[src/rtl/core/gdfw_ram.sv]
// Generic single-write, single-read RAM with registered read data.
`default_nettype none

module gdfw_ram #(
    parameter int WIDTH = 8,
    parameter int DEPTH = 16
) (
    input  wire logic                                     clk,
    input  wire logic                                     we,
    input  wire logic [(DEPTH > 1 ? $clog2(DEPTH) : 1)-1:0] waddr,
    input  wire logic [WIDTH-1:0]                         wdata,
    input  wire logic [(DEPTH > 1 ? $clog2(DEPTH) : 1)-1:0] raddr,
    output logic      [WIDTH-1:0]                         rdata
);

    logic [WIDTH-1:0] mem [DEPTH];

    always_ff @(posedge clk)
    begin
        if (we)
        begin
            mem[waddr] <= wdata;
        end
        rdata <= mem[raddr];
    end

endmodule

`default_nettype wire

[config.mk]
export PLATFORM = sky130hd
export DESIGN_NAME = gdfw_ram
export DESIGN_NICKNAME = d
export VERILOG_FILES = /design/src/rtl/core/gdfw_ram.sv
export SDC_FILE = /design/constraint.sdc
export NUM_CORES = 1
export LEC_CHECK = 0
export BUFFER_PORTS_ARGS = -buffer_cell sky130_fd_sc_hd__buf_4
export CAP_MARGIN = 5
export CORE_UTILIZATION = 57
export CTS_CLUSTER_DIAMETER = 50
export DETAILED_ROUTE_END_ITERATION = 10
export PLACE_DENSITY = 0.81
export SLEW_MARGIN = 0
export SYNTH_ARGS = -nofsm -noshare
export SYNTH_HDL_FRONTEND = slang
export SYNTH_SLANG_ARGS = --single-unit
[constraint.sdc]
create_clock -name clk -period 3.2 [get_ports clk]
set_clock_uncertainty 0.1 [all_clocks]
set_input_delay 0.16 -clock clk [delete_from_list [all_inputs] [get_ports clk]]
set_output_delay 0.16 -clock clk [all_outputs]
set_load 0.01 [all_outputs]
==> results of run 1 <==
power breakdown:
group          total [mW]  switching [mW]  internal (mW)
Sequential           2.01          0.0132           1.99
Clock                2.00           0.698           1.30
Combinational       0.197           0.106         0.0911
Total                4.20           0.817           3.38
stage by stage:
step / total power [mW] / std cells / hold WS [ps] / instance area, sq um / utilization
2_1_floorplan: 2.14 / 229 / 159 / 5150 / -
3_3_place_gp: 2.22 / 356 / 352 / 5410 / 0.621
3_5_place_dp: 2.23 / 356 / 368 / 5410 / 0.621
4_1_cts: 4.22 / 397 / 36.2 / 6130 / 0.703
5_1_grt: 4.32 / 397 / 53.8 / 6130 / 0.703
6_report: 4.20 / 397 / 65.2 / 6130 / 0.703
routing by layer:
metal / track usage / up-vias / part of all wire
met2: 0.355 / 124 / 0.49
met3: 0.0621 / 19 / 0.066
met1: 0.314 / 1266 / 0.42
met4: 0.0964 / 0 / 0.021
li1: - / 1071 / -
met5: 0 / - / 0
worst register-to-register path, delay by kind of cell, from the launching register on:
| kind | cells | cell delay, ps |
|---|---|---|
| AOI/OAI and AO/OA | 1 | 290 |
| DFF | 1 | 370 |
| muxes | 1 | 500 |
| and+or+nand+nor | 1 | 80 |
synth_stat cells, types with 2 or more instances:
library cell / instances
mux4_2: 18
nand2b_1: 2
clkdlybuf4s25_2: 3
edfxtp_1: 128
nand3b_1: 2
mux4_1: 14
a22oi_1: 16
nand2_1: 9
nor3_1: 4
nor2_1: 13
buf_2: 3
buf_6: 3
dfxtp_1: 8
kinds of logic after synthesis:
group	Yosys count	synth area share
simple gates	35	0.0318
compound gates	16	0.0233
mux	32	0.150
flops	136	0.778
buf+inv	10	0.0168
state kept, by name (all words and copies together) (netlist names):
name	cells
mem	128
rdata	8
what timing repair did:
item	4_1_cts	5_1_grt
hold buffers	10	0
endpoints found under the hold margin	132	0
endpoints found under the setup margin	0	0
cells in the final DEF (no fill, tap or decap):
cell           synthesis  routed
a22oi_1               16      16
bufinv_16              0       4
edfxtp_1             128     128
inv_6                  0       1
nand2_1                9       9
or3b_2                 1       1
nand3_1                1       1
and2b_1                1       1
nand3b_1               2       2
dlygate4sd3_1          0      10
clkbuf_8               0       3
nor2_1                13      13
nor2b_1                1       1
nor3_1                 4       4
clkinv_2               0       4
mux4_2                18      18
clkinv_4               0       2
clkbuf_16              0      16
and2_1                 1       1
mux4_1                14      14
clkinvlp_4             0       1
nand2b_1               2       2
dfxtp_1                8       8
buf_4                  1      29
area by class of cell:
cell class | count | share of cell area
Clock buffer | 19 | 0.0721
Clock inverter | 12 | 0.0284
Multi-Input combinational cell | 83 | 0.172
Sequential cell | 136 | 0.653
Tap cell | 108 | 0.0220
Timing Repair Buffer | 39 | 0.0518
how the worst min path moves through the flow:
stage / from / to / slack [ps]
2_1_floorplan: wdata[0] / mem[0][0] / 160
3_3_place_gp: wdata[6] / mem[6][6] / 350
3_5_place_dp: wdata[6] / mem[5][6] / 370
4_1_cts: waddr[1] / mem[4][0] / 40
5_1_grt: waddr[1] / mem[4][6] / 50
6_report: waddr[1] / mem[4][0] / 70
==> impl_metrics.toml, run 1 <==
[layout]
multi_input_area_sq_mm = 0.00106
fill_cells = 499
final-seq-area_sq_mm = 0.00400
drive_above_1_share = 0.273
syn_to_final_growth_pct = 19.1
layout.nets = 295
n_antenna_cell = 0

[synthesis]
ys_async_sr_fraction = 0
ys.warnings.count = 0
synth_edf_count = 128
synth_ff_type = "edfxtp_1"
synth_area_leader_cell = "edfxtp_1"
synth_fp_nets = 247
synth.top_cell.area_share = 0.747
ys_ff_latch = 136
synthesis.area_sq_mm = 0.00515
ys_types = 19
synth_cells = 229
synth_area_per_cell_sq_um = 22.5
ys_top_cells_by_area = "edfxtp_1 75%, mux4_2 7.9%, mux4_1 7.1%"
seq_area_frac_synth = 0.778

[route]
vias = 2480
vias_per_cell = 6.25
drt_iter0_drc = 173
firstDrtPassIters = 5
postRouteAntennaNets = 0
drc = 0
drt-total-wl_microns = 9710
wl_per_cell_microns = 24.4

[place]
place_congestion = 0.814
dp_hpwl_microns = 5670
io_buffers = 25
place_ws_ps = 1270

[run_status]
outcome = "complete, no violations"

[floorplan]
initial_core_util = 0.590
ios = 26
dieWidth_microns = 97.0
placementRows = 34
die-area_sq_mm = 0.00941
die_h_microns = 97.0
design.core.area_sq_mm = 0.00872

[sta]
drv_slew = 0
setup_viol = 0
relSlewSlack = 0.347
finalWorstSetupSlack_ps = 1460
finalSetupTns_ps = 0
worst_slew_pin_slew_ps = 975
rsz0062_at_grt = "no"
hold_violations = 0
period_needed_ps = 1740
max_freq_ghz = 0.574
fin_crit_sh = 0.544

[min_path]
hold_class = "in2reg"
worstHoldPathCells = 3

[clock_network]
clk_latency_ps = 510
numCtsBuffers = 17
clock_sinks = 136
cts-root-buf = "clkbuf_8"
post_cts_resized = 0
clockBufferDepth = 2
cts_setup_buffers = 0
htreeDepth = 4
clk_pin_slew_worst_paths_ps = 60
tritoncts = "built"

[global_route]
antenna_found_initial = 0
global_route.usage.total = 0.230
grt_pass1_vias = 2568
grt_pass1_wl_microns = 14900
grt_overflow_total = 0
grt_max_degree = 33

[worst_setup_path]
slowest_delay_ps = 730
worst_setup_path_end_kind = "flip-flop"
criticalPathCategory = "in2reg"
path_cells = "dlygate4sd3_1 > buf_4 > nor3_1 > dlygate4sd3_1"
startpoint = "waddr[0]"
r2r_end = "rdata[1]"
cp.buffers_inverters = 3
crit_top_cell = "dlygate4sd3_1"
crit_cells = 4
cp_data_arrival_time_ps = 1840
critPathCapture = "mem[4][1]"
cp_top_family = "buffers and inverters"
cp_max_fo = 7
r2r-start = "mem[10][1]"
crit_slowest_cell = "dlygate4sd3_1"
r2r_cells = 3
cp-start-kind = "input pin"
r2r_setup_slack_ps = 1740
cp.required_ps = 3300

[power_and_ir_drop]
power_density_mw_per_mm2 = 685
peakVddDrop_mv = 0.456
leakage_nw = 2.08

[flow_run]
max-cap-violations = 0
No activity file was read; power rests on OpenSTA's default activity.
==> run 2: changes to the inputs <==
- CORE_UTILIZATION: 57 -> 54
- PLACE_DENSITY: 0.81 -> 0.8
- clock period: 3.2 -> 1.46 ns (I/O delays scaled with it)
==> run 2 against run 1 <==
Net effect:
- sequential share of layout area is 2.1 points lower
- critical path depth is 1 lower
- clock power is 93% higher
- final cell count is 12% higher
- utilization is 1.8 points lower
- hold slack worse by 31 ps
- clock-buffer cell count is 1 lower
- die area is 5.4% higher
- first-iteration DRC count is 17% higher
- power is 110% higher
- design area is 3.3% higher
==> impl_metrics.toml, run 2 (synthesis gave the netlist of run 1 again) <==
[worst_setup_path]
crit_cells = 3
cp.required_ps = 1760
r2r_setup_slack_ps = 20
critPathCapture = "rdata[7]"
r2r_cells = 3
criticalPathCategory = "reg2reg"
slowest_delay_ps = 480
startpoint = "mem[10][7]"
cp-start-kind = "flip-flop"
cp.buffers_inverters = 0
cp_max_fo = 1
r2r_end = "rdata[7]"
r2r-start = "mem[10][7]"
cp_top_family = "multiplexers"
path_cells = "mux4_2 > a22oi_1 > nand2_1"
worst_setup_path_end_kind = "flip-flop"
crit_slowest_cell = "mux4_2"
cp_data_arrival_time_ps = 1730

[floorplan]
initial_core_util = 0.557
dieWidth_microns = 99.6
ios = 26
design.core.area_sq_mm = 0.00924
die_h_microns = 99.6
placementRows = 35
die-area_sq_mm = 0.00993

[power_and_ir_drop]
power_density_mw_per_mm2 = 1380
peakVddDrop_mv = 0.916
total_power_mw = 8.75
leakage_nw = 2.18

[layout]
largest-register = "mem"
largest_reg_flops = 128
fill_cells = 549
drive_above_1_share = 0.349
layout.nets = 320
reg_top3 = "mem x128, rdata x8"
n_antenna_cell = 0
syn_to_final_growth_pct = 23.0
layout_commonest_cell = "edfxtp_1"
final_area_sq_mm = 0.00633
layout_common_cells = "128 x edfxtp_1, 51 x buf_4, 19 x mux4_2"

[clock_network]
cts_setup_buffers = 0
clock_sinks = 136
numCtsBuffers = 17
htreeDepth = 4
clockBufferDepth = 2
clk_pin_slew_worst_paths_ps = 60
clk_latency_ps = 520
tritoncts = "built"
cts-root-buf = "clkbuf_8"

[place]
place_congestion = 0.742
place_ws_ps = -59.9
dp_hpwl_microns = 6530
dpl_cell_area_sq_mm = 0.00567
io_buffers = 25

[route]
drt_iter0_drc = 203
drc = 0
firstDrtPassIters = 5
vias_per_cell = 5.93
drt-total-wl_microns = 10600
wl_per_cell_microns = 23.9
postRouteAntennaNets = 0
vias = 2633

[flow_run]
max-cap-violations = 0

[global_route]
grt_pass1_wl_microns = 15800
grt_pass1_vias = 2657
global_route.usage.total = 0.235
grt_overflow_total = 0
antenna_found_initial = 0
grt_max_degree = 17

[sta]
fin_hold_ws_ps = 33.9
period_needed_ps = 1440
finalWorstSetupSlack_ps = 23.2
worst_slew_pin_slew_ps = 867
setup_viol = 0
drv_slew = 0
fin_crit_sh = 0.984
hold_violations = 0
max_freq_ghz = 0.696
relSlewSlack = 0.420

[min_path]
worstHoldPathCells = 4
hold_class = "in2reg"

[run_status]
outcome = "complete, no violations"
## run 2: changes by cell type in the layout (fill, tap and decap cells not counted), moves of 2 or more
cell,previous run,this run
clkinv_4,2,5
clkinvlp_4,1,4
a22oi_2,0,4
a22oi_1,16,12
bufinv_16,4,1
clkbuf_8,3,1
buf_12,0,3
buf_4,29,51
## run 2: metal layers
metal	vias up	global-route usage	part of all wire
met4	0	0.112	0.017
met5	-	0	0
met3	19	0.0562	0.065
met2	138	0.372	0.51
met1	1358	0.313	0.40
li1	1118	-	-
## run 2: metrics by stage
stage	TNS, ps	cells	util
after detailed placement	-637	402	0.614
after CTS	0	444	0.684
final	0	444	0.685
after global routing	-10.9	444	0.685
after floorplan	0	229	-
after global placement	-131	402	0.614
## run 2: how the worst min path moves through the flow
stage	start	to	slack, ps
after floorplan	wdata[0]	mem[0][0]	70
after global placement	wdata[6]	mem[10][6]	270
after detailed placement	wdata[6]	mem[11][6]	290
after CTS	raddr[3]	rdata[7]	10
after global routing	raddr[2]	rdata[2]	70
final	raddr[2]	rdata[2]	30
## run 2: what timing repair did
item / 4_1_cts / 5_1_grt
gates resized for setup: 2 / 3
endpoints found under the hold margin: 160 / 0
pin swaps: 0 / 2
gates cloned: 0 / 0
endpoints found under the setup margin: 1 / 4
hold buffers: 10 / 0
## run 2: final cells by class
cell class              instances  area, sq um  share of cell area
clock buffers                  18          418              0.0660
multi-input cells              83         1080               0.170
repair buffers                 64          543              0.0858
flip-flops and latches        136         4000               0.632
clock inverters                14          128              0.0202
well taps                     129          161              0.0255
## run 2: tightest hold or removal path: stages
cell and delay, ps:
buf_4 90, nor2b_1 160, a22oi_1 210, nand2_1 60
## run 2: where the power goes
| group | switching, mW | internal [mW] |
|---|---|---|
| combinational | 0.251 | 0.241 |
| sequential | 0.0317 | 4.37 |
| clock | 1.60 | 2.26 |
| total | 1.88 | 6.87 |
==> run 3: changes to the inputs <==
- SETUP_SLACK_MARGIN: default -> 0.3
==> run 3 against run 2 <==
Net effect:
- largest cell class unchanged
- highest routed layer unchanged
- non-clock buffer count decreased by 4
- fmax rose by 1.7%
- critical endpoint is now rdata[0]
- die area unchanged
==> impl_metrics.toml, run 3 (synthesis gave the netlist of run 1 again) <==
[run_status]
outcome = "complete, no violations"

[clock_network]
clk_latency_ps = 530
clock_sinks = 136
cts_setup_buffers = 0
clockBufferDepth = 2
tritoncts = "built"
clk_pin_slew_worst_paths_ps = 60
htreeDepth = 4
numCtsBuffers = 17
cts-root-buf = "clkbuf_8"

[sta]
max_freq_ghz = 0.708
hold_violations = 0
relSlewSlack = 0.288
drv_slew = 0
fin_hold_ws_ps = 17.2
period_needed_ps = 1410
fin_crit_sh = 0.968
setup_viol = 0
rsz0062_at_grt = "yes"
worst_slew_pin_slew_ps = 1060

[worst_setup_path]
cp-start-kind = "flip-flop"
crit_slowest_cell = "mux4_2"
cp_max_fo = 1
slowest_delay_ps = 500
worst_setup_path_end_kind = "flip-flop"
path_cells = "mux4_2 > a22oi_2 > nand2_1"
r2r-start = "mem[3][0]"
cp.required_ps = 1760
criticalPathCategory = "reg2reg"
startpoint = "mem[3][0]"
cp_data_arrival_time_ps = 1710

[layout]
final-seq-area_sq_mm = 0.00401
fill_cells = 540
syn_to_final_growth_pct = 24.3
layout_commonest_cell = "edfxtp_1"
layout_common_cells = "128 x edfxtp_1, 39 x buf_4, 32 x mux4_2"
final_area_sq_mm = 0.00640
largest_reg_flops = 128
drive_above_1_share = 0.428
reg_top3 = "mem x128, rdata x8"
multi_input_area_sq_mm = 0.00110
layout.nets = 316
n_antenna_cell = 0
largest-register = "mem"

[power_and_ir_drop]
leakage_nw = 2.14
total_power_mw = 9.14
power_density_mw_per_mm2 = 1430
peakVddDrop_mv = 0.879

[place]
io_buffers = 25
place_congestion = 0.759
dpl_cell_area_sq_mm = 0.00563
dp_hpwl_microns = 6260

[floorplan]
design.core.area_sq_mm = 0.00924
dieWidth_microns = 99.6
initial_core_util = 0.557
placementRows = 35
die_h_microns = 99.6
ios = 26
die-area_sq_mm = 0.00993

[global_route]
global_route.usage.total = 0.241
antenna_found_initial = 0
grt_max_degree = 17
grt_pass1_vias = 2683
grt_pass1_wl_microns = 16000
grt_overflow_total = 0

[route]
vias = 2587
firstDrtPassIters = 6
vias_per_cell = 5.88
drt_iter0_drc = 284
postRouteAntennaNets = 0
drt-total-wl_microns = 10600
wl_per_cell_microns = 24.2
drc = 0

[min_path]
hp-start = "waddr[3]"
hold_class = "in2reg"

[flow_run]
max-cap-violations = 0
-- run 3: cell types whose count changed in the layout (fill, tap and decap cells not counted), moves of 4 or more --
cell      delta
mux4_1      -13
a22oi_1      -4
dfxtp_2      +4
inv_6        +6
a22oi_2      +4
buf_4       -12
dfxtp_1      -4
mux4_2      +13
buf_6        +7
clkinv_4     -5
-- run 3: critical path: cells and delay by family, from the launching register on --
kind | cells | cell delay, ps
mux | 1 | 500
simple gates | 1 | 100
compound gates | 1 | 210
flops | 1 | 390
-- run 3: metrics by stage --
step | cells | TNS (ps) | setup slack (ps) | utilization
floorplan | 229 | 0 | 154 | -
global placement | 397 | -200 | -76.3 | 0.609
detailed placement | 397 | -497 | -90.9 | 0.609
CTS | 439 | 0 | 54.8 | 0.688
global route | 440 | 0 | 17.1 | 0.692
finish | 440 | 0 | 47.4 | 0.692
-- run 3: final timing paths --
path	end	slack, ps	depth (start not counted)
worst max-delay path	rdata[0]	50	3
worst min-delay path	mem[2][1]	20	3
worst min register to register	rdata[1]	570	3
worst max register to register	rdata[0]	50	3
-- run 3: layout make-up --
type	instances	share of cell area
sequential	136	0.627
timing repair buffer	60	0.0847
clock inverter	14	0.0250
tap	129	0.0252
multi-input combinational	83	0.171
clock buffer	18	0.0669
-- run 3: per-layer routing --
layer / routed length (microns) / GRT usage / part of all wire / vias to the layer above
met5: 0 / 0 / 0 / -
met4: 199 / 0.0962 / 0.019 / 0
met3: 842 / 0.0632 / 0.079 / 17
met2: 5470 / 0.382 / 0.51 / 145
met1: 4130 / 0.324 / 0.39 / 1327
li1: - / - / - / 1098
-- run 3: power breakdown --
group	switching [mW]	total, mW	internal [mW]
Clock	1.69	4.21	2.52
Sequential	0.0324	4.40	4.37
Combinational	0.268	0.527	0.260
Total	1.99	9.14	7.15
-- run 3: what timing repair did --
action / in CTS / in global routing
pin swaps: 1 / 2
resized for setup: 13 / 6
hold endpoints to repair: 159 / 24
setup endpoints to repair: 12 / 36
hold buffers: 10 / 2
